<file path="src/clpd_pkg.sv">
`timescale 1ns / 1ps
// ----------------------------------------------------------------------------
// Content-Length deframer package
// Shared constants, state encodings, result type and the header prefix table.
// ----------------------------------------------------------------------------
package clpd_pkg;

    localparam int LENGTH_BITS = 32;
    localparam int PREFIX_LEN  = 16;
    localparam int POS_BITS    = $clog2(PREFIX_LEN + 1);
    localparam int IDX_BITS    = $clog2(PREFIX_LEN);
    localparam int LIMIT_BITS  = ((LENGTH_BITS > 32) ? LENGTH_BITS : 32) + 4;

    localparam logic [LIMIT_BITS-1:0] LENGTH_CAP =
        LIMIT_BITS'((64'd1 << LENGTH_BITS) - 64'd1);
    localparam logic [31:0] MAX_LENGTH_RESET = 32'd1048576;

    localparam logic [7:0] CHAR_TAB   = 8'h09;
    localparam logic [7:0] CHAR_LF    = 8'h0A;
    localparam logic [7:0] CHAR_CR    = 8'h0D;
    localparam logic [7:0] CHAR_SPACE = 8'h20;
    localparam logic [7:0] CHAR_PLUS  = 8'h2B;
    localparam logic [7:0] CHAR_ZERO  = 8'h30;
    localparam logic [7:0] CHAR_NINE  = 8'h39;

    typedef enum logic [2:0] {
        MODE_HUNT,
        MODE_AFTER_CR,
        MODE_SEP,
        MODE_PAYLOAD,
        MODE_HALT
    } mode_t;

    typedef enum logic [1:0] {
        PH_BEFORE,
        PH_SIGN,
        PH_DIGITS,
        PH_DONE
    } phase_t;

    typedef enum logic [1:0] {
        ST_PAYLOAD = 2'd0,
        ST_EMPTY   = 2'd1,
        ST_ERROR   = 2'd2
    } status_t;

    typedef struct packed {
        status_t    status;
        logic [7:0] data_byte;
        logic       last;
    } result_t;

    function automatic logic [7:0] prefix_char(input logic [IDX_BITS-1:0] idx);
        logic [7:0] ch;
        case (idx)
            4'd0:    ch = 8'h43;
            4'd1:    ch = 8'h6F;
            4'd2:    ch = 8'h6E;
            4'd3:    ch = 8'h74;
            4'd4:    ch = 8'h65;
            4'd5:    ch = 8'h6E;
            4'd6:    ch = 8'h74;
            4'd7:    ch = 8'h2D;
            4'd8:    ch = 8'h4C;
            4'd9:    ch = 8'h65;
            4'd10:   ch = 8'h6E;
            4'd11:   ch = 8'h67;
            4'd12:   ch = 8'h74;
            4'd13:   ch = 8'h68;
            4'd14:   ch = 8'h3A;
            4'd15:   ch = 8'h20;
            default: ch = 8'h00;
        endcase
        return ch;
    endfunction

endpackage

</file>
<file path="src/clpd_in_stage.sv">
`timescale 1ns / 1ps
// ----------------------------------------------------------------------------
// Input register
// Holds one received byte until the parser consumes it.
// ----------------------------------------------------------------------------
module clpd_in_stage
(
    input  logic       clk,
    input  logic       rst_n,
    input  logic       in_valid,
    output logic       in_ready,
    input  logic [7:0] rx_byte,
    input  logic       consume,
    output logic       byte_valid,
    output logic [7:0] byte_data
);

    logic       valid_reg;
    logic       valid_next;
    logic [7:0] byte_reg;

    assign in_ready   = !valid_reg || consume;
    assign valid_next = in_ready ? in_valid : valid_reg;

    always_ff @(posedge clk or negedge rst_n)
    begin
        if (!rst_n)
        begin
            valid_reg <= 1'b0;
        end
        else
        begin
            valid_reg <= valid_next;
        end
    end

    always_ff @(posedge clk)
    begin
        if (in_valid && in_ready)
        begin
            byte_reg <= rx_byte;
        end
    end

    assign byte_valid = valid_reg;
    assign byte_data  = byte_reg;

endmodule

</file>
<file path="src/clpd_parser.sv">
`timescale 1ns / 1ps
// ----------------------------------------------------------------------------
// Header parser and payload sequencer
// Checks each header line, accumulates the decimal length and counts out the
// payload bytes of the message.
// ----------------------------------------------------------------------------
module clpd_parser
(
    input  logic                 clk,
    input  logic                 rst_n,
    input  logic                 cfg_we,
    input  logic [31:0]          cfg_data,
    input  logic                 fire,
    input  logic [7:0]           rx_byte,
    output logic                 emit,
    output clpd_pkg::result_t    result
);

    clpd_pkg::mode_t                         mode_reg, mode_next;
    logic [clpd_pkg::POS_BITS-1:0]           pos_reg, pos_next, pos_f;
    logic                                    match_reg, match_next, match_f;
    clpd_pkg::phase_t                        phase_reg, phase_next, phase_f;
    logic [clpd_pkg::LENGTH_BITS-1:0]        value_reg, value_next, value_f;
    logic                                    bad_reg, bad_next, bad_f;
    logic [clpd_pkg::LENGTH_BITS-1:0]        remain_reg, remain_next;
    logic                                    sep_reg, sep_next;
    logic [31:0]                             max_length_reg;

    logic                                    digit;
    logic                                    blank;
    logic                                    take;
    logic                                    over;
    logic                                    header_ok;
    logic [clpd_pkg::LIMIT_BITS-1:0]         lim_max;
    logic [clpd_pkg::LIMIT_BITS-1:0]         lim;
    logic [clpd_pkg::LIMIT_BITS-1:0]         value_ext;
    logic [clpd_pkg::LIMIT_BITS-1:0]         scaled;

    always_comb
    begin
        digit     = rx_byte inside {[clpd_pkg::CHAR_ZERO:clpd_pkg::CHAR_NINE]};
        blank     = rx_byte inside {clpd_pkg::CHAR_SPACE,
                                    [clpd_pkg::CHAR_TAB:clpd_pkg::CHAR_CR]};
        lim_max   = clpd_pkg::LIMIT_BITS'(max_length_reg);
        lim       = (lim_max > clpd_pkg::LENGTH_CAP) ? clpd_pkg::LENGTH_CAP : lim_max;
        value_ext = clpd_pkg::LIMIT_BITS'(value_reg);
        scaled    = (value_ext << 3) + (value_ext << 1)
                  + clpd_pkg::LIMIT_BITS'(rx_byte[3:0]);
        over      = scaled > lim;

        pos_f   = pos_reg;
        match_f = match_reg;
        phase_f = phase_reg;
        value_f = value_reg;
        bad_f   = bad_reg;
        take    = 1'b0;

        if (pos_reg < clpd_pkg::POS_BITS'(clpd_pkg::PREFIX_LEN))
        begin
            if (rx_byte != clpd_pkg::prefix_char(pos_reg[clpd_pkg::IDX_BITS-1:0]))
            begin
                match_f = 1'b0;
            end
            pos_f = pos_reg + clpd_pkg::POS_BITS'(1);
        end
        else
        begin
            case (phase_reg)
                clpd_pkg::PH_BEFORE:
                begin
                    if (digit)
                    begin
                        phase_f = clpd_pkg::PH_DIGITS;
                        take    = 1'b1;
                    end
                    else if (rx_byte == clpd_pkg::CHAR_PLUS)
                    begin
                        phase_f = clpd_pkg::PH_SIGN;
                    end
                    else if (!blank)
                    begin
                        bad_f   = 1'b1;
                        phase_f = clpd_pkg::PH_DONE;
                    end
                end
                clpd_pkg::PH_SIGN:
                begin
                    if (digit)
                    begin
                        phase_f = clpd_pkg::PH_DIGITS;
                        take    = 1'b1;
                    end
                    else
                    begin
                        bad_f   = 1'b1;
                        phase_f = clpd_pkg::PH_DONE;
                    end
                end
                clpd_pkg::PH_DIGITS:
                begin
                    if (digit)
                    begin
                        take = 1'b1;
                    end
                    else
                    begin
                        phase_f = clpd_pkg::PH_DONE;
                    end
                end
                default:
                begin
                end
            endcase
        end

        if (take)
        begin
            if (over)
            begin
                bad_f = 1'b1;
            end
            else
            begin
                value_f = scaled[clpd_pkg::LENGTH_BITS-1:0];
            end
        end
    end

    assign header_ok = match_reg && !bad_reg &&
                       (phase_reg == clpd_pkg::PH_DIGITS || phase_reg == clpd_pkg::PH_DONE);

    always_comb
    begin
        mode_next        = mode_reg;
        pos_next         = pos_reg;
        match_next       = match_reg;
        phase_next       = phase_reg;
        value_next       = value_reg;
        bad_next         = bad_reg;
        remain_next      = remain_reg;
        sep_next         = sep_reg;
        emit             = 1'b0;
        result.status    = clpd_pkg::ST_PAYLOAD;
        result.data_byte = 8'd0;
        result.last      = 1'b0;

        if (fire)
        begin
            case (mode_reg)
                clpd_pkg::MODE_HUNT:
                begin
                    pos_next   = pos_f;
                    match_next = match_f;
                    phase_next = phase_f;
                    value_next = value_f;
                    bad_next   = bad_f;
                    if (rx_byte == clpd_pkg::CHAR_CR)
                    begin
                        mode_next = clpd_pkg::MODE_AFTER_CR;
                    end
                end
                clpd_pkg::MODE_AFTER_CR:
                begin
                    if (rx_byte != clpd_pkg::CHAR_LF)
                    begin
                        pos_next   = pos_f;
                        match_next = match_f;
                        phase_next = phase_f;
                        value_next = value_f;
                        bad_next   = bad_f;
                        mode_next  = clpd_pkg::MODE_HUNT;
                    end
                    else if (!header_ok)
                    begin
                        mode_next     = clpd_pkg::MODE_HALT;
                        emit          = 1'b1;
                        result.status = clpd_pkg::ST_ERROR;
                    end
                    else
                    begin
                        remain_next = value_reg;
                        sep_next    = 1'b0;
                        pos_next    = '0;
                        match_next  = 1'b1;
                        phase_next  = clpd_pkg::PH_BEFORE;
                        value_next  = '0;
                        bad_next    = 1'b0;
                        mode_next   = clpd_pkg::MODE_SEP;
                    end
                end
                clpd_pkg::MODE_SEP:
                begin
                    if (!sep_reg)
                    begin
                        sep_next = 1'b1;
                    end
                    else
                    begin
                        sep_next = 1'b0;
                        if (remain_reg == '0)
                        begin
                            mode_next     = clpd_pkg::MODE_HUNT;
                            emit          = 1'b1;
                            result.status = clpd_pkg::ST_EMPTY;
                            result.last   = 1'b1;
                        end
                        else
                        begin
                            mode_next = clpd_pkg::MODE_PAYLOAD;
                        end
                    end
                end
                clpd_pkg::MODE_PAYLOAD:
                begin
                    remain_next      = remain_reg - clpd_pkg::LENGTH_BITS'(1);
                    emit             = 1'b1;
                    result.data_byte = rx_byte;
                    if (remain_reg == clpd_pkg::LENGTH_BITS'(1))
                    begin
                        result.last = 1'b1;
                        mode_next   = clpd_pkg::MODE_HUNT;
                    end
                end
                clpd_pkg::MODE_HALT:
                begin
                end
                default:
                begin
                    mode_next = clpd_pkg::MODE_HALT;
                end
            endcase
        end
    end

    always_ff @(posedge clk or negedge rst_n)
    begin
        if (!rst_n)
        begin
            mode_reg       <= clpd_pkg::MODE_HUNT;
            pos_reg        <= '0;
            match_reg      <= 1'b1;
            phase_reg      <= clpd_pkg::PH_BEFORE;
            value_reg      <= '0;
            bad_reg        <= 1'b0;
            remain_reg     <= '0;
            sep_reg        <= 1'b0;
            max_length_reg <= clpd_pkg::MAX_LENGTH_RESET;
        end
        else
        begin
            mode_reg   <= mode_next;
            pos_reg    <= pos_next;
            match_reg  <= match_next;
            phase_reg  <= phase_next;
            value_reg  <= value_next;
            bad_reg    <= bad_next;
            remain_reg <= remain_next;
            sep_reg    <= sep_next;
            if (cfg_we)
            begin
                max_length_reg <= cfg_data;
            end
        end
    end

    // Once halted, the parser never leaves the halt state until reset.
    a_halt_sticky: assert property (@(posedge clk) disable iff (!rst_n)
        mode_reg == clpd_pkg::MODE_HALT |=> mode_reg == clpd_pkg::MODE_HALT)
        else $error("parser left the halt state");

    // An error result can only be produced on the LF that closes a header line.
    a_error_at_lf: assert property (@(posedge clk) disable iff (!rst_n)
        emit && result.status == clpd_pkg::ST_ERROR |->
            mode_reg == clpd_pkg::MODE_AFTER_CR && rx_byte == clpd_pkg::CHAR_LF)
        else $error("error result outside a line end");

    // The payload phase is only entered with bytes still to deliver.
    a_payload_nonzero: assert property (@(posedge clk) disable iff (!rst_n)
        mode_reg == clpd_pkg::MODE_PAYLOAD |-> remain_reg != '0)
        else $error("payload phase with nothing remaining");

    // Every byte consumed in the payload phase produces a result.
    a_payload_emits: assert property (@(posedge clk) disable iff (!rst_n)
        fire && mode_reg == clpd_pkg::MODE_PAYLOAD |-> emit)
        else $error("payload byte dropped");

endmodule

</file>
<file path="src/clpd_out_stage.sv">
`timescale 1ns / 1ps
// ----------------------------------------------------------------------------
// Result register
// Holds one result until the downstream side takes it.
// ----------------------------------------------------------------------------
module clpd_out_stage
(
    input  logic              clk,
    input  logic              rst_n,
    input  logic              load,
    input  logic              emit,
    input  clpd_pkg::result_t result,
    output logic              free,
    output logic              out_valid,
    input  logic              out_ready,
    output clpd_pkg::result_t held
);

    logic              valid_reg;
    logic              valid_next;
    clpd_pkg::result_t result_reg;

    assign free = !valid_reg || out_ready;

    always_comb
    begin
        valid_next = valid_reg;
        if (load)
        begin
            valid_next = emit;
        end
        else if (out_ready)
        begin
            valid_next = 1'b0;
        end
    end

    always_ff @(posedge clk or negedge rst_n)
    begin
        if (!rst_n)
        begin
            valid_reg <= 1'b0;
        end
        else
        begin
            valid_reg <= valid_next;
        end
    end

    always_ff @(posedge clk)
    begin
        if (load && emit)
        begin
            result_reg <= result;
        end
    end

    assign out_valid = valid_reg;
    assign held      = result_reg;

endmodule

</file>
<file path="src/content_length_deframer.sv">
`timescale 1ns / 1ps
// ----------------------------------------------------------------------------
// Content-Length deframer
// Strips Content-Length header framing from a byte stream and delivers the
// payload bytes of each message, an empty-message mark, or a header error.
// ----------------------------------------------------------------------------
// Channel   Signals                                   Transfer
// input     in_valid, in_ready, rx_byte               in_valid && in_ready
// output    out_valid, out_ready, status,             out_valid && out_ready
//           data_byte, last_of_message
// config    cfg_valid, cfg_ready, cfg_data            cfg_valid && cfg_ready
//
// One byte per cycle is sustained while the output is not stalled: a byte is
// held and parsed in the input register, and its result, if any, appears in
// the result register in the cycle after it is parsed.
// A stalled output holds the result register, and the input register then
// holds its byte; a new byte is taken whenever the held one can advance.
// Reset clears the parser to header hunting and sets max_length to 1048576.
// The configuration port is always ready.
// ----------------------------------------------------------------------------
module content_length_deframer
(
    input  logic        clk,
    input  logic        rst_n,
    input  logic        in_valid,
    output logic        in_ready,
    input  logic [7:0]  rx_byte,
    output logic        out_valid,
    input  logic        out_ready,
    output logic [1:0]  status,
    output logic [7:0]  data_byte,
    output logic        last_of_message,
    input  logic        cfg_valid,
    output logic        cfg_ready,
    input  logic [31:0] cfg_data
);

    logic              byte_valid;
    logic [7:0]        byte_data;
    logic              free;
    logic              fire;
    logic              emit;
    clpd_pkg::result_t result;
    clpd_pkg::result_t held;

    assign fire      = byte_valid && free;
    assign cfg_ready = 1'b1;

    clpd_in_stage u_in_stage
    (
        .clk        (clk),
        .rst_n      (rst_n),
        .in_valid   (in_valid),
        .in_ready   (in_ready),
        .rx_byte    (rx_byte),
        .consume    (fire),
        .byte_valid (byte_valid),
        .byte_data  (byte_data)
    );

    clpd_parser u_parser
    (
        .clk      (clk),
        .rst_n    (rst_n),
        .cfg_we   (cfg_valid && cfg_ready),
        .cfg_data (cfg_data),
        .fire     (fire),
        .rx_byte  (byte_data),
        .emit     (emit),
        .result   (result)
    );

    clpd_out_stage u_out_stage
    (
        .clk       (clk),
        .rst_n     (rst_n),
        .load      (fire),
        .emit      (emit),
        .result    (result),
        .free      (free),
        .out_valid (out_valid),
        .out_ready (out_ready),
        .held      (held)
    );

    assign status          = held.status;
    assign data_byte       = held.data_byte;
    assign last_of_message = held.last;

endmodule
</file>
<file path="config.mk">
export PLATFORM = sky130hd
export DESIGN_NAME = content_length_deframer
export DESIGN_NICKNAME = d
export VERILOG_FILES = /design/src/clpd_pkg.sv /design/src/clpd_in_stage.sv /design/src/clpd_parser.sv /design/src/clpd_out_stage.sv /design/src/content_length_deframer.sv
export SDC_FILE = /design/constraint.sdc
export NUM_CORES = 1
export LEC_CHECK = 0
export BUFFER_PORTS_ARGS = -buffer_cell sky130_fd_sc_hd__buf_4
export CAP_MARGIN = 20
export CORE_MARGIN = 2
export CORE_UTILIZATION = 67
export CTS_CLUSTER_SIZE = 12
export DETAILED_ROUTE_END_ITERATION = 10
export PLACE_DENSITY = 0.89
export SYNTH_ARGS = -nofsm -noshare
export SYNTH_HDL_FRONTEND = slang
export SYNTH_SLANG_ARGS = --single-unit
</file>
<file path="constraint.sdc">
create_clock -name clk -period 9.13 [get_ports clk]
set_input_delay 0 -clock clk [delete_from_list [all_inputs] [get_ports clk]]
set_output_delay 0 -clock clk [all_outputs]
set_load 0.05 [all_outputs]
</file>
Word-level counts from Yosys, hierarchy flattened
Memories as Yosys holds them, arrays and structs flattened.
Index checks and enable logic that the tools add are counted.
{ "word_totals": {"ff_bits": 130, "mem_bits_ro": 112, "elab_cells": 140, "n_memories": 1} }
{ "mem_list": {"columns": ["memory", "words", "width", "rd", "rd_clocked_by_memory_dff", "write_ports", "line_no", "source"], "rows": [
  ["(no name shown)", 16, 7, 1, 0, 0, "clpd_pkg.sv:55", "case (idx)"]
]} }
{ "classes": {"addsub": 4, "order_cmp": 6, "n_eq_ne": 19, "mux": 67, "n_bitwise": 1, "reduce_logical": 27} }
{ "op_table": {"columns": ["cell", "n"], "rows": [
  ["32-bit 2-to-1 mux", 6],
  ["32-bit one-hot mux with 2 select lines", 2],
  ["35-bit by 33-bit adder with 36-bit output", 1],
  ["36-bit by 4-bit adder with 36-bit output", 1],
  ["36-bit by 32-bit > comparator with 1-bit output", 1],
  ["32-bit by 1-bit == test with 1-bit output (second input constant)", 1],
  ["32-bit logical NOT", 1],
  ["32-bit by 1-bit subtractor with 32-bit output (second input constant)", 1],
  ["1-bit 2-to-1 mux", 28],
  ["2-bit 2-to-1 mux", 11],
  ["8-bit by 6-bit == test with 1-bit output (second input constant)", 2],
  ["3-bit 2-to-1 mux", 5],
  ["5-bit 2-to-1 mux", 3],
  ["3-bit one-hot mux with 5 select lines", 1],
  ["1-bit one-hot mux with 2 select lines", 5],
  ["5-bit one-hot mux with 2 select lines", 1],
  ["2-bit nonzero test", 5],
  ["8-bit by 4-bit == test with 1-bit output (second input constant)", 1],
  ["8-bit by 4-bit >= comparator with 1-bit output (second input constant)", 1],
  ["8-bit by 6-bit >= comparator with 1-bit output (second input constant)", 1],
  ["8-bit by 4-bit <= comparator with 1-bit output (second input constant)", 1],
  ["8-bit by 6-bit <= comparator with 1-bit output (second input constant)", 1],
  ["8-bit 2-to-1 mux", 1],
  ["2-bit by 1-bit inequality test with 1-bit output (second input constant)", 4],
  ["other kinds (25)", 39]
]} }

Longest topological paths before layout
Gate-level depths: netlist of the first run.
{ "depth": {"depth_word": 12, "mapped_depth": 21} }

Hierarchy
A second synthesis of the first run with hierarchy kept.
{ "unflattened": {"hier_cells": 1079, "hier_area_um2": 9547.9} }
{ "modules_own_cells": {"columns": ["module", "instances", "cells_each", "area_each_um2", "seq_area_each_um2"], "rows": [
  ["clpd_parser", 1, 1049, 8851.0, 2730.1],
  ["clpd_out_stage", 1, 15, 385.4, 355.3],
  ["clpd_in_stage", 1, 12, 294.0, 265.3],
  ["content_length_deframer", 1, 3, 17.5, 0.0]
]} }

Least setup slack after synthesis of the first run
No wires, ideal clock.
{ "synth_timing": {"path_kind": "reg2reg", "start": "reg u_in_stage.byte_reg[3] (netlist: u_in_stage.byte_data[3])", "end": "reg u_parser.value_reg[10] (netlist name)", "setup_ns": 0.125, "t_arrival_ns": 4.826, "path_slack_ns": 4.179, "stages_incl_launch_ff": 19, "n_path_buf": 1, "synth_period_minus_slack_ns": 4.951, "path_cell_list": "edfxtp_1 fa_1 ha_1 a21oi_1 nor2_1 or2_2 a31oi_1 o21a_1 o211ai_1 o311a_1 ha_1 nand4_1 or4_1 o31a_1 a211o_1 a211oi_2 nand4_2 buf_6 mux2_4"} }
{ "synth_via": {"elab_chain_len": 8, "elab_cells_between_ends": 15, "cone_classes": "add/sub: 1; order compare: 3; eq/ne: 2; mux: 7; reduce/logical: 2"} }
{ "synth_lines": {"columns": ["element", "line_no", "source"], "rows": [
  ["start, declared", "clpd_in_stage.sv:20", "logic [7:0] byte_reg;"],
  ["start signal, assigned", "clpd_in_stage.sv:41", "byte_reg <= rx_byte;"],
  ["parallel branches: the longest is 8 deep, another holds 36-bit by 4-bit adder with 36-bit output", null, null],
  ["end signal, assigned", "clpd_parser.sv:255", "value_reg <= value_next;"],
  ["end, declared", "clpd_parser.sv:23", "logic [clpd_pkg::LENGTH_BITS-1:0] value_reg, value_next, value_f;"]
]} }
Several ways; the timed one is not identified.
A chain may end at the register's enable or synchronous reset.

Final worst setup path of the first run
Ends and elaborated chain as after synthesis.

==> results of run 1 <==
cell type report:
| cell class | count | area [sq um] | share of cell area (%) |
|---|---|---|---|
| tap | 180 | 225.2 | 2.017 |
| multi-input combinational | 860 | 5859 | 52.47 |
| sequential | 130 | 3351 | 30.01 |
| inverter | 65 | 244.0 | 2.185 |
| clock buffer | 18 | 429.2 | 3.843 |
| timing repair buffer | 107 | 920.9 | 8.246 |
| clock inverter | 14 | 137.6 | 1.232 |
per-layer routing:
layer / track usage, % / wire (um) / vias to the layer above
met2: 58.74 / 12550 / 578
met3: 9.936 / 2732 / 87
met4: 13.90 / 911 / 0
met1: 49.42 / 11010 / 4311
li1: - / - / 4148
met5: 0 / 0 / -
through the flow:
| step | cell area, sq um | hold WS [ns] | total power [mW] | util (%) |
|---|---|---|---|---|
| finish | 11170 | 0.04858 | 1.393 | 79.83 |
| global route | 11170 | 0.09068 | 1.426 | 79.83 |
| CTS | 11150 | 0.03133 | 1.384 | 79.72 |
| detailed placement | 10140 | 0.09942 | 0.7070 | 72.52 |
| global placement | 10140 | 0.1044 | 0.7028 | 72.52 |
| floorplan | 9673 | -0.2956 | 0.6668 | - |
logic make-up after synthesis:
kind of cell    Yosys count  synth area share (%)
mux                      36                 5.070
simple gates            370                 18.86
buf+inv                 115                 4.876
flops                   130                 34.64
other cells               1               0.03877
xor+xnor                 32                 2.897
fa+ha+maj               109                 14.25
compound gates          312                 19.36
cells in the mapped netlist (all sizes together) (6+ instances only):
cell type	count	area [sq um]
o21ai	91	455.4
a21oi	117	585.6
or3	6	37.54
or2	6	37.54
dfrtp	109	2728
nor2	77	289.0
inv	65	244.0
and2	32	200.2
nor3	24	131.4
o211ai	8	60.06
o22ai	10	62.56
a21o	7	52.55
o31ai	9	67.56
o211a	6	60.06
clkbuf	42	158.9
nand2	118	442.9
nand2b	8	50.05
buf	8	68.80
and3	12	80.08
mux2i	7	70.07
mux2	29	420.4
or4	10	75.07
edfxtp	19	570.6
nand3	36	180.2
xor2	8	70.07
nand4	17	118.9
xnor2	24	210.2
ha	107	1339
a211oi	9	72.57
timing repair:
action	CTS	global route
gates resized for setup	0	0
hold endpoints to repair	95	0
hold buffers	44	0
report_power, final:
group	internal, mW	switching, mW
Combinational	0.0453	0.0590
Clock	0.400	0.273
Sequential	0.604	0.0118
worst max path at each step:
| stage | startpoint | to |
|---|---|---|
| finish | u_in_stage.byte_data[3] | u_parser.value_reg[10] |
| global route | u_in_stage.byte_data[3] | u_parser.value_reg[25] |
| floorplan | u_in_stage.byte_data[3] | u_parser.value_reg[10] |
| CTS | u_in_stage.byte_data[3] | u_parser.value_reg[4] |
| detailed placement | u_in_stage.byte_data[3] | u_parser.value_reg[20] |
| global placement | u_in_stage.byte_data[3] | u_parser.value_reg[4] |
worst max-delay path, cell delays in order (launching register included):
cell	delay [ns]
edfxtp_1	0.50
fa_1	0.57
fa_1	0.50
a211o_1	0.30
a21oi_1	0.31
o311ai_0	0.29
a21oi_1	0.28
xnor2_1	0.15
ha_1	0.30
nand4_1	0.17
or4_1	0.72
o31a_1	0.37
a211o_1	0.25
a211oi_2	0.21
nand4_2	0.22
buf_4	0.40
mux2_4	0.36
==> flow_summary.toml, run 1 <==
[finish]
final_cell_mix = "nand2_1, a21oi_1, dfrtp_1, ha_1, o21ai_0"
antenna_cells = 0
final_common_cell = "nand2_1"
final_cells = 1374
drive_above_1_share_pct = 11.64
area_growth_syn_to_layout_pct = 15.44
fin_nets = 1335
fillers = 892

[grt]
grt_usage_pct = 37.28
grt_pass1_vias = 8720
grt_max_degree = 64
overflow = 0
grt_pass1_wl_um = 44020
grt_antenna_before_repair = 0

[pwr]
irDropWorstVdd_uv = 171.0
power_leakage_nw = 5.413
powerDensity_nw_per_um2 = 124.7

[setup_path]
timing.rr.end = "u_parser.value_reg[10]"
reg2reg_slack_ns = 3.06
worstPathRequired_ns = 9.45
crit_arrival_ns = 6.38
start_kind = "register"
endpoint_kind = "register"
crit_type = "register to register"
timing.rr.start = "u_in_stage.byte_data[3]"
worstPathMaxFanout = 29
ff2ff_path_depth = 16

[placed_design]
hpwl_um = 17900
preCtsSetupSlack_ns = 3.212
place.gp.congestion = 0.9912
io_buffers = 57
dp_cells = 1297

[synth]
ys_seq_area_share_pct = 34.64
syn_avg_cell_area_sq_um = 8.754
synthArstFlopShare_pct = 85.38
syn_inst = 1105
syn_nets = 1259
ys.flop_type = "dfrtp_1"
ys.warnings.count = 0
ys_ff_latch = 130
synth-edff-count = 19
synth.lib_cells_used.distinct = 72
synthesis.area_sq_um = 9673

[sta]
worst_pin_slew_ns = 1.136
setup_viol = 0
finalHoldViolations = 0
worst_slack_ns = 3.064
post-route-period-util_pct = 66.44
final_max_slew_viol_count = 0
max-slew-margin-rel_pct = 23.17
fin_setup_tns_ns = 0
fin_skew_ns = 0.01127
final.min_clock_period_ns = 6.066
rsz0062_at_grt = "false"
fmax_mhz = 164.9

[floorplanning]
design.die.area_sq_um = 15410
initial_core_util_pct = 69.15
placementRows = 43
die_x_um = 124.2
die_h_um = 124.2
core_area_sq_um = 13990
io_pins = 59

[flow_run]
drv_cap = 0

[hold_path]
hold_path.class = "input port to register"
worstHoldEndpoint = "u_parser.max_length_reg[20]"
worstHoldStart = "cfg_valid"
hold_path_depth = 3

[route]
firstDrtPassIters = 5
viasPerCell = 6.640
wl_per_cell_um = 19.80
dr.first_iter.drc_count = 1309
final_antenna_net_count = 0
vias = 9124
drc = 0
drt_wl_total_um = 27210

[outcome]
status = "complete, no violations"

[cts]
clkLatencyLatePin_ns = 0.44
clock-root-buffer = "clkbuf_16"
htree_levels = 4
cts_tree = "done"
cts.sinks = 130
postCtsSetupBuffers = 0
clock_tree.buffer_depth = 2
cts.clk_slew.worst_paths_ns = 0.06
numCtsBuffers = 17
(Power assumes the default switching activity.)
==> run 2: changes to the inputs <==
CORE_UTILIZATION = 56   (was 67)
PLACE_DENSITY = 0.79   (was 0.89)
clock period = 5 ns   (was 9.13 ns; I/O delays follow)
==> run 2 against run 1 <==
The run now ends with negative setup slack left; first-iteration DRC count shrank 22%; cell count rose by 11%; design area up 10%; core utilization is 7.9 points lower; clock skew rose by 0.0016 ns.
==> flow_summary.toml, run 2 (synthesis results as in run 1) <==
[outcome]
status = "finished, violations left"
violations = "negative setup slack"

[floorplanning]
die_x_um = 135.4
initial_core_util_pct = 56.51
die_h_um = 135.4
placementRows = 48
core_area_sq_um = 17120
io_pins = 59
design.die.area_sq_um = 18340

[sta]
finalHoldViolations = 0
max-slew-margin-rel_pct = 25.60
worst_pin_slew_ns = 1.101
final_max_slew_viol_count = 0
post-route-period-util_pct = 106.4
setup_viol = 33
rsz0062_at_grt = "true"
fin_setup_tns_ns = -9.237
fmax_mhz = 188.0
final.min_clock_period_ns = 5.319
fin_skew_ns = 0.01285
worst_slack_ns = -0.3185

[setup_path]
endpoint_kind = "register"
worstPathMaxFanout = 8
reg2reg_slack_ns = -0.32
crit_path_top_delay_cell = "fa_1"
timing.rr.end = "u_parser.value_reg[20]"
timing.rr.start = "u_in_stage.byte_data[3]"
worstPathRequired_ns = 5.32
ff2ff_path_depth = 22
path_buf_inv = 5
crit_arrival_ns = 5.64
crit_type = "register to register"
crit_family = "compound AO/OA/AOI/OAI gates"
worstPathCellList = "fa_1 > buf_4 > fa_2 > a211o_1 > a21oi_2 > o311ai_4 > a21oi_2 > buf_4 > o31ai_4 > buf_4 > xor2_1 > ha_1 > a21oi_2 > o21ai_1 > a221oi_2 > o21ai_1 > o211a_1 > a211oi_2 > nand4_2 > buf_6 > buf_12 > mux2_4"
slowest_delay_ns = 0.53
start_kind = "register"

[route]
vias = 9244
drc = 0
firstDrtPassIters = 6
dr.first_iter.drc_count = 1025
wl_per_cell_um = 18.20
final_antenna_net_count = 0
drt_wl_total_um = 27680
viasPerCell = 6.078

[placed_design]
hpwl_um = 18190
io_buffers = 57
place.gp.congestion = 0.9842

[pwr]
power_leakage_nw = 6.076
irDropWorstVdd_uv = 250.6
powerDensity_nw_per_um2 = 210.2

[finish]
antenna_cells = 0
final_common_cell = "buf_4"
drive_above_1_share_pct = 21.22
postLayoutCoreUtil_pct = 71.93
area_growth_syn_to_layout_pct = 27.28
final_cell_mix = "buf_4, nand2_1, a21oi_1, dfrtp_1, ha_1"
fin_nets = 1437

[flow_run]
drv_cap = 0

[cts]
clock_tree.buffer_depth = 2
htree_levels = 4
clkLatencyLatePin_ns = 0.45
cts.clk_slew.worst_paths_ns = 0.06
clock-root-buffer = "clkbuf_16"
cts.sinks = 130
cts_tree = "done"
numCtsBuffers = 17

[grt]
grt_max_degree = 69
grt_pass1_vias = 9037
grt_usage_pct = 30.79
overflow = 0
grt_antenna_before_repair = 0
grt_pass1_wl_um = 44380

[hold_path]
hold_path.class = "input port to register"
worstHoldStart = "cfg_valid"
worstHoldEndpoint = "u_parser.max_length_reg[3]"
hold_path_depth = 3
==> run 2: cell count changes in the layout (fill, tap and decap cells not counted), moves of 4 or more <==
cell	change
buf_4	+94
a21oi_1	-7
a21oi_2	+5
buf_6	+5
clkinv_4	+4
o21ai_0	-4
xnor2_1	-4
==> run 2: timing repair <==
item                                   4_1_cts  5_1_grt
setup endpoints to repair                   33       33
hold buffers                                44        0
buffers inserted                            18        2
gates cloned                                 3        0
endpoints found under the hold margin      107        0
pin swaps                                   21       21
gates resized for setup                     37       18
==> run 2: worst max-delay path by stage <==
stage / from / endpoint / cells past startpoint
finish: u_in_stage.byte_data[3] / u_parser.value_reg[20] / 22
detailed placement: u_in_stage.byte_data[3] / u_parser.value_reg[8] / 19
CTS: u_in_stage.byte_data[3] / u_parser.value_reg[20] / 22
global placement: u_in_stage.byte_data[3] / u_parser.value_reg[8] / 18
global route: u_in_stage.byte_data[3] / u_parser.value_reg[20] / 22
floorplan: u_in_stage.byte_data[3] / u_parser.value_reg[10] / 18
==> run 2: final cells by class <==
| type | count | area, sq um |
|---|---|---|
| clock buffer | 18 | 429.2 |
| clock inverter | 14 | 155.1 |
| fill | 1216 | 4805 |
| inverter | 65 | 244.0 |
| multi-input combinational | 860 | 6081 |
| sequential | 130 | 3351 |
| tap | 225 | 281.5 |
| timing repair buffer | 209 | 1770 |
==> run 2: through the flow <==
stage / cells / area (sq um) / power [mW] / hold slack (ns) / setup slack [ns]
after CTS: 1522 / 12240 / 2.586 / 0.02906 / -0.2566
after floorplan: 1105 / 9673 / 1.217 / -0.2956 / 0.04913
after detailed placement: 1429 / 10870 / 1.301 / 0.1793 / -0.4406
after global routing: 1521 / 12310 / 2.665 / 0.08246 / -0.4492
after global placement: 1429 / 10870 / 1.293 / 0.1787 / -0.2472
final: 1521 / 12310 / 2.588 / 0.03349 / -0.3185
==> run 2: per-layer routing <==
metal | global-route usage, % | part of all wire (%)
met5 | 0 | 0
met4 | 14.12 | 3.6
met3 | 7.183 | 7.4
met2 | 50.08 | 48
met1 | 39.10 | 41
==> run 2: report_power, final <==
group,internal [mW],switching [mW]
Combinational,0.0910,0.111
Clock,0.740,0.528
Sequential,1.10,0.0153
==> run 2: tightest hold or removal path, stage by stage <==
cell and delay (ns):
buf_4 0.26, nand2_1 0.10, o21ai_0 0.07
==> run 3: changes to the inputs <==
TNS_END_PERCENT = 1   (was default)
==> run 3 against run 2 <==
Clock power about the same; non-clock buffer count increased by 1; critical endpoint unchanged; sequential power about the same; via count increased by 0.49%; total power about the same; global-route usage decreased by 0.088 points; highest routed layer unchanged; the flow still finishes with violations (negative setup slack); combinational power about the same; worst setup slack improved by 0.017 ns; hold slack improved by 0.0034 ns; clock-buffer cell count unchanged; design area about the same; core utilization about the same.
==> flow_summary.toml, run 3 (synthesis results as in run 1) <==
[sta]
rsz0062_at_grt = "true"
worst_slack_ns = -0.3019
final_max_slew_viol_count = 0
finalHoldViolations = 0
post-route-period-util_pct = 106.0
setup_viol = 32
worst_pin_slew_ns = 1.122
fin_skew_ns = 0.01392
fmax_mhz = 188.6
max-slew-margin-rel_pct = 24.15
final.min_clock_period_ns = 5.302

[hold_path]
worstHoldStart = "cfg_valid"
hold_path.class = "input port to register"
worstHoldEndpoint = "u_parser.max_length_reg[3]"
hold_path_depth = 3

[placed_design]
dp_cells = 1429
hpwl_um = 18190
io_buffers = 57
preCtsSetupSlack_ns = -0.4406
place.gp.congestion = 0.9842

[cts]
numCtsBuffers = 17
cts_tree = "done"
htree_levels = 4
clkLatencyLatePin_ns = 0.45
cts.clk_slew.worst_paths_ns = 0.06
clock_tree.buffer_depth = 2
clock-root-buffer = "clkbuf_16"
cts.sinks = 130

[setup_path]
worstPathMaxFanout = 8
timing.rr.start = "u_in_stage.byte_data[3]"
worstPathCellList = "fa_1 > buf_4 > fa_2 > a211o_1 > a21oi_2 > o311ai_4 > a21oi_2 > buf_4 > xnor2_4 > ha_1 > nand4_1 > or4_4 > buf_6 > nor3_2 > a21oi_1 > o211a_1 > a211oi_2 > nand4_2 > buf_6 > buf_12 > mux2_4"
worstPathRequired_ns = 5.32
crit_path_top_delay_cell = "or4_4"
crit_type = "register to register"
timing.rr.end = "u_parser.value_reg[20]"
slowest_delay_ns = 0.56
start_kind = "register"
endpoint_kind = "register"
reg2reg_slack_ns = -0.30
crit_family = "compound AO/OA/AOI/OAI gates"
path_buf_inv = 5
crit_arrival_ns = 5.62
ff2ff_path_depth = 21

[outcome]
status = "finished, violations left"
violations = "negative setup slack"

[route]
drt_wl_total_um = 27660
viasPerCell = 6.103
final_antenna_net_count = 0
drc = 0
firstDrtPassIters = 6
dr.first_iter.drc_count = 1201
vias = 9289
wl_per_cell_um = 18.17

[finish]
final_cell_mix = "buf_4, nand2_1, a21oi_1, dfrtp_1, ha_1"
antenna_cells = 0
final_common_cell = "buf_4"
fin_nets = 1438
drive_above_1_share_pct = 21.59
area_growth_syn_to_layout_pct = 27.36
final_cells = 1522

[pwr]
p_seq_share_pct = 43.2
internal-power_mw = 1.934
p_switching_mw = 0.6530
power.clock.fraction_pct = 49.0
powerDensity_nw_per_um2 = 210.0
irDropWorstVdd_uv = 246.5
swShare_pct = 25.24
combPwrFrac_pct = 7.8
power_leakage_nw = 6.082

[floorplanning]
io_pins = 59
placementRows = 48
design.die.area_sq_um = 18340
die_x_um = 135.4
initial_core_util_pct = 56.51
die_h_um = 135.4
core_area_sq_um = 17120

[grt]
grt_pass1_wl_um = 44220
grt_usage_pct = 30.70
grt_pass1_vias = 8963
grt_antenna_before_repair = 0
overflow = 0
grt_max_degree = 69

[flow_run]
drv_cap = 0
run 3: power groups by stage:
stage                     Sequential (mW)  Clock, mW  Combinational [mW]
after floorplan                      1.13          0              0.0856
after global placement               1.14          0               0.157
after detailed placement             1.14          0               0.164
after CTS                            1.12       1.27               0.197
after global routing                 1.12       1.32               0.224
final                                1.12       1.27               0.202
run 3: repair_timing:
item	4_1_cts	5_1_grt
resized for setup	34	25
endpoints found under the hold margin	107	0
setup buffers	15	2
hold buffers	44	0
cloned	2	0
setup endpoints to repair	33	33
pin swaps	20	23
run 3: layout make-up:
| type | count | area, sq um |
|---|---|---|
| clock buffers | 18 | 429.2 |
| clock inverters | 14 | 155.1 |
| fillers | 1211 | 4797 |
| inverters | 65 | 244.0 |
| multi-input cells | 860 | 6125 |
| flip-flops and latches | 130 | 3351 |
| well taps | 225 | 281.5 |
| repair buffers | 210 | 1734 |
run 3: layer usage:
layer | GRT usage (%) | share of wire (%) | wire length, um
met1 | 38.82 | 42 | 11570
met2 | 49.92 | 47 | 12920
met3 | 7.856 | 7.4 | 2043
met4 | 13.48 | 4.0 | 1120
met5 | 0 | 0 | 0
run 3: worst max-delay path by stage:
| stage | startpoint | end | slack, ns | depth (start not counted) |
|---|---|---|---|---|
| floorplan | u_in_stage.byte_data[3] | u_parser.value_reg[10] | 0.05 | 18 |
| global placement | u_in_stage.byte_data[3] | u_parser.value_reg[8] | -0.25 | 18 |
| detailed placement | u_in_stage.byte_data[3] | u_parser.value_reg[8] | -0.44 | 19 |
| CTS | u_in_stage.byte_data[3] | u_parser.value_reg[20] | -0.26 | 22 |
| global route | u_in_stage.byte_data[3] | u_parser.value_reg[20] | -0.44 | 21 |
| finish | u_in_stage.byte_data[3] | u_parser.value_reg[20] | -0.30 | 21 |
run 3: stage by stage:
step / hold slack (ns) / util, % / power (mW) / cell area (sq um) / setup TNS, ns
6_report: 0.03691 / 71.97 / 2.587 / 12320 / -7.510
5_1_grt: 0.07779 / 71.97 / 2.668 / 12320 / -12.18
4_1_cts: 0.02906 / 71.34 / 2.586 / 12210 / -7.502
3_5_place_dp: 0.1793 / 63.49 / 1.301 / 10870 / -13.67
3_3_place_gp: 0.1787 / 63.49 / 1.293 / 10870 / -7.417
2_1_floorplan: -0.2956 / - / 1.217 / 9673 / 0
run 3: worst reg2reg max path, stage by stage, from the launching register on:
cell	delay, ns
edfxtp_1	0.43
fa_1	0.53
buf_4	0.16
fa_2	0.35
a211o_1	0.32
a21oi_2	0.22
o311ai_4	0.14
a21oi_2	0.19
buf_4	0.16
xnor2_4	0.07
ha_1	0.30
nand4_1	0.11
or4_4	0.56
buf_6	0.14
nor3_2	0.16
a21oi_1	0.09
o211a_1	0.17
a211oi_2	0.26
nand4_2	0.15
buf_6	0.20
buf_12	0.15
mux2_4	0.31
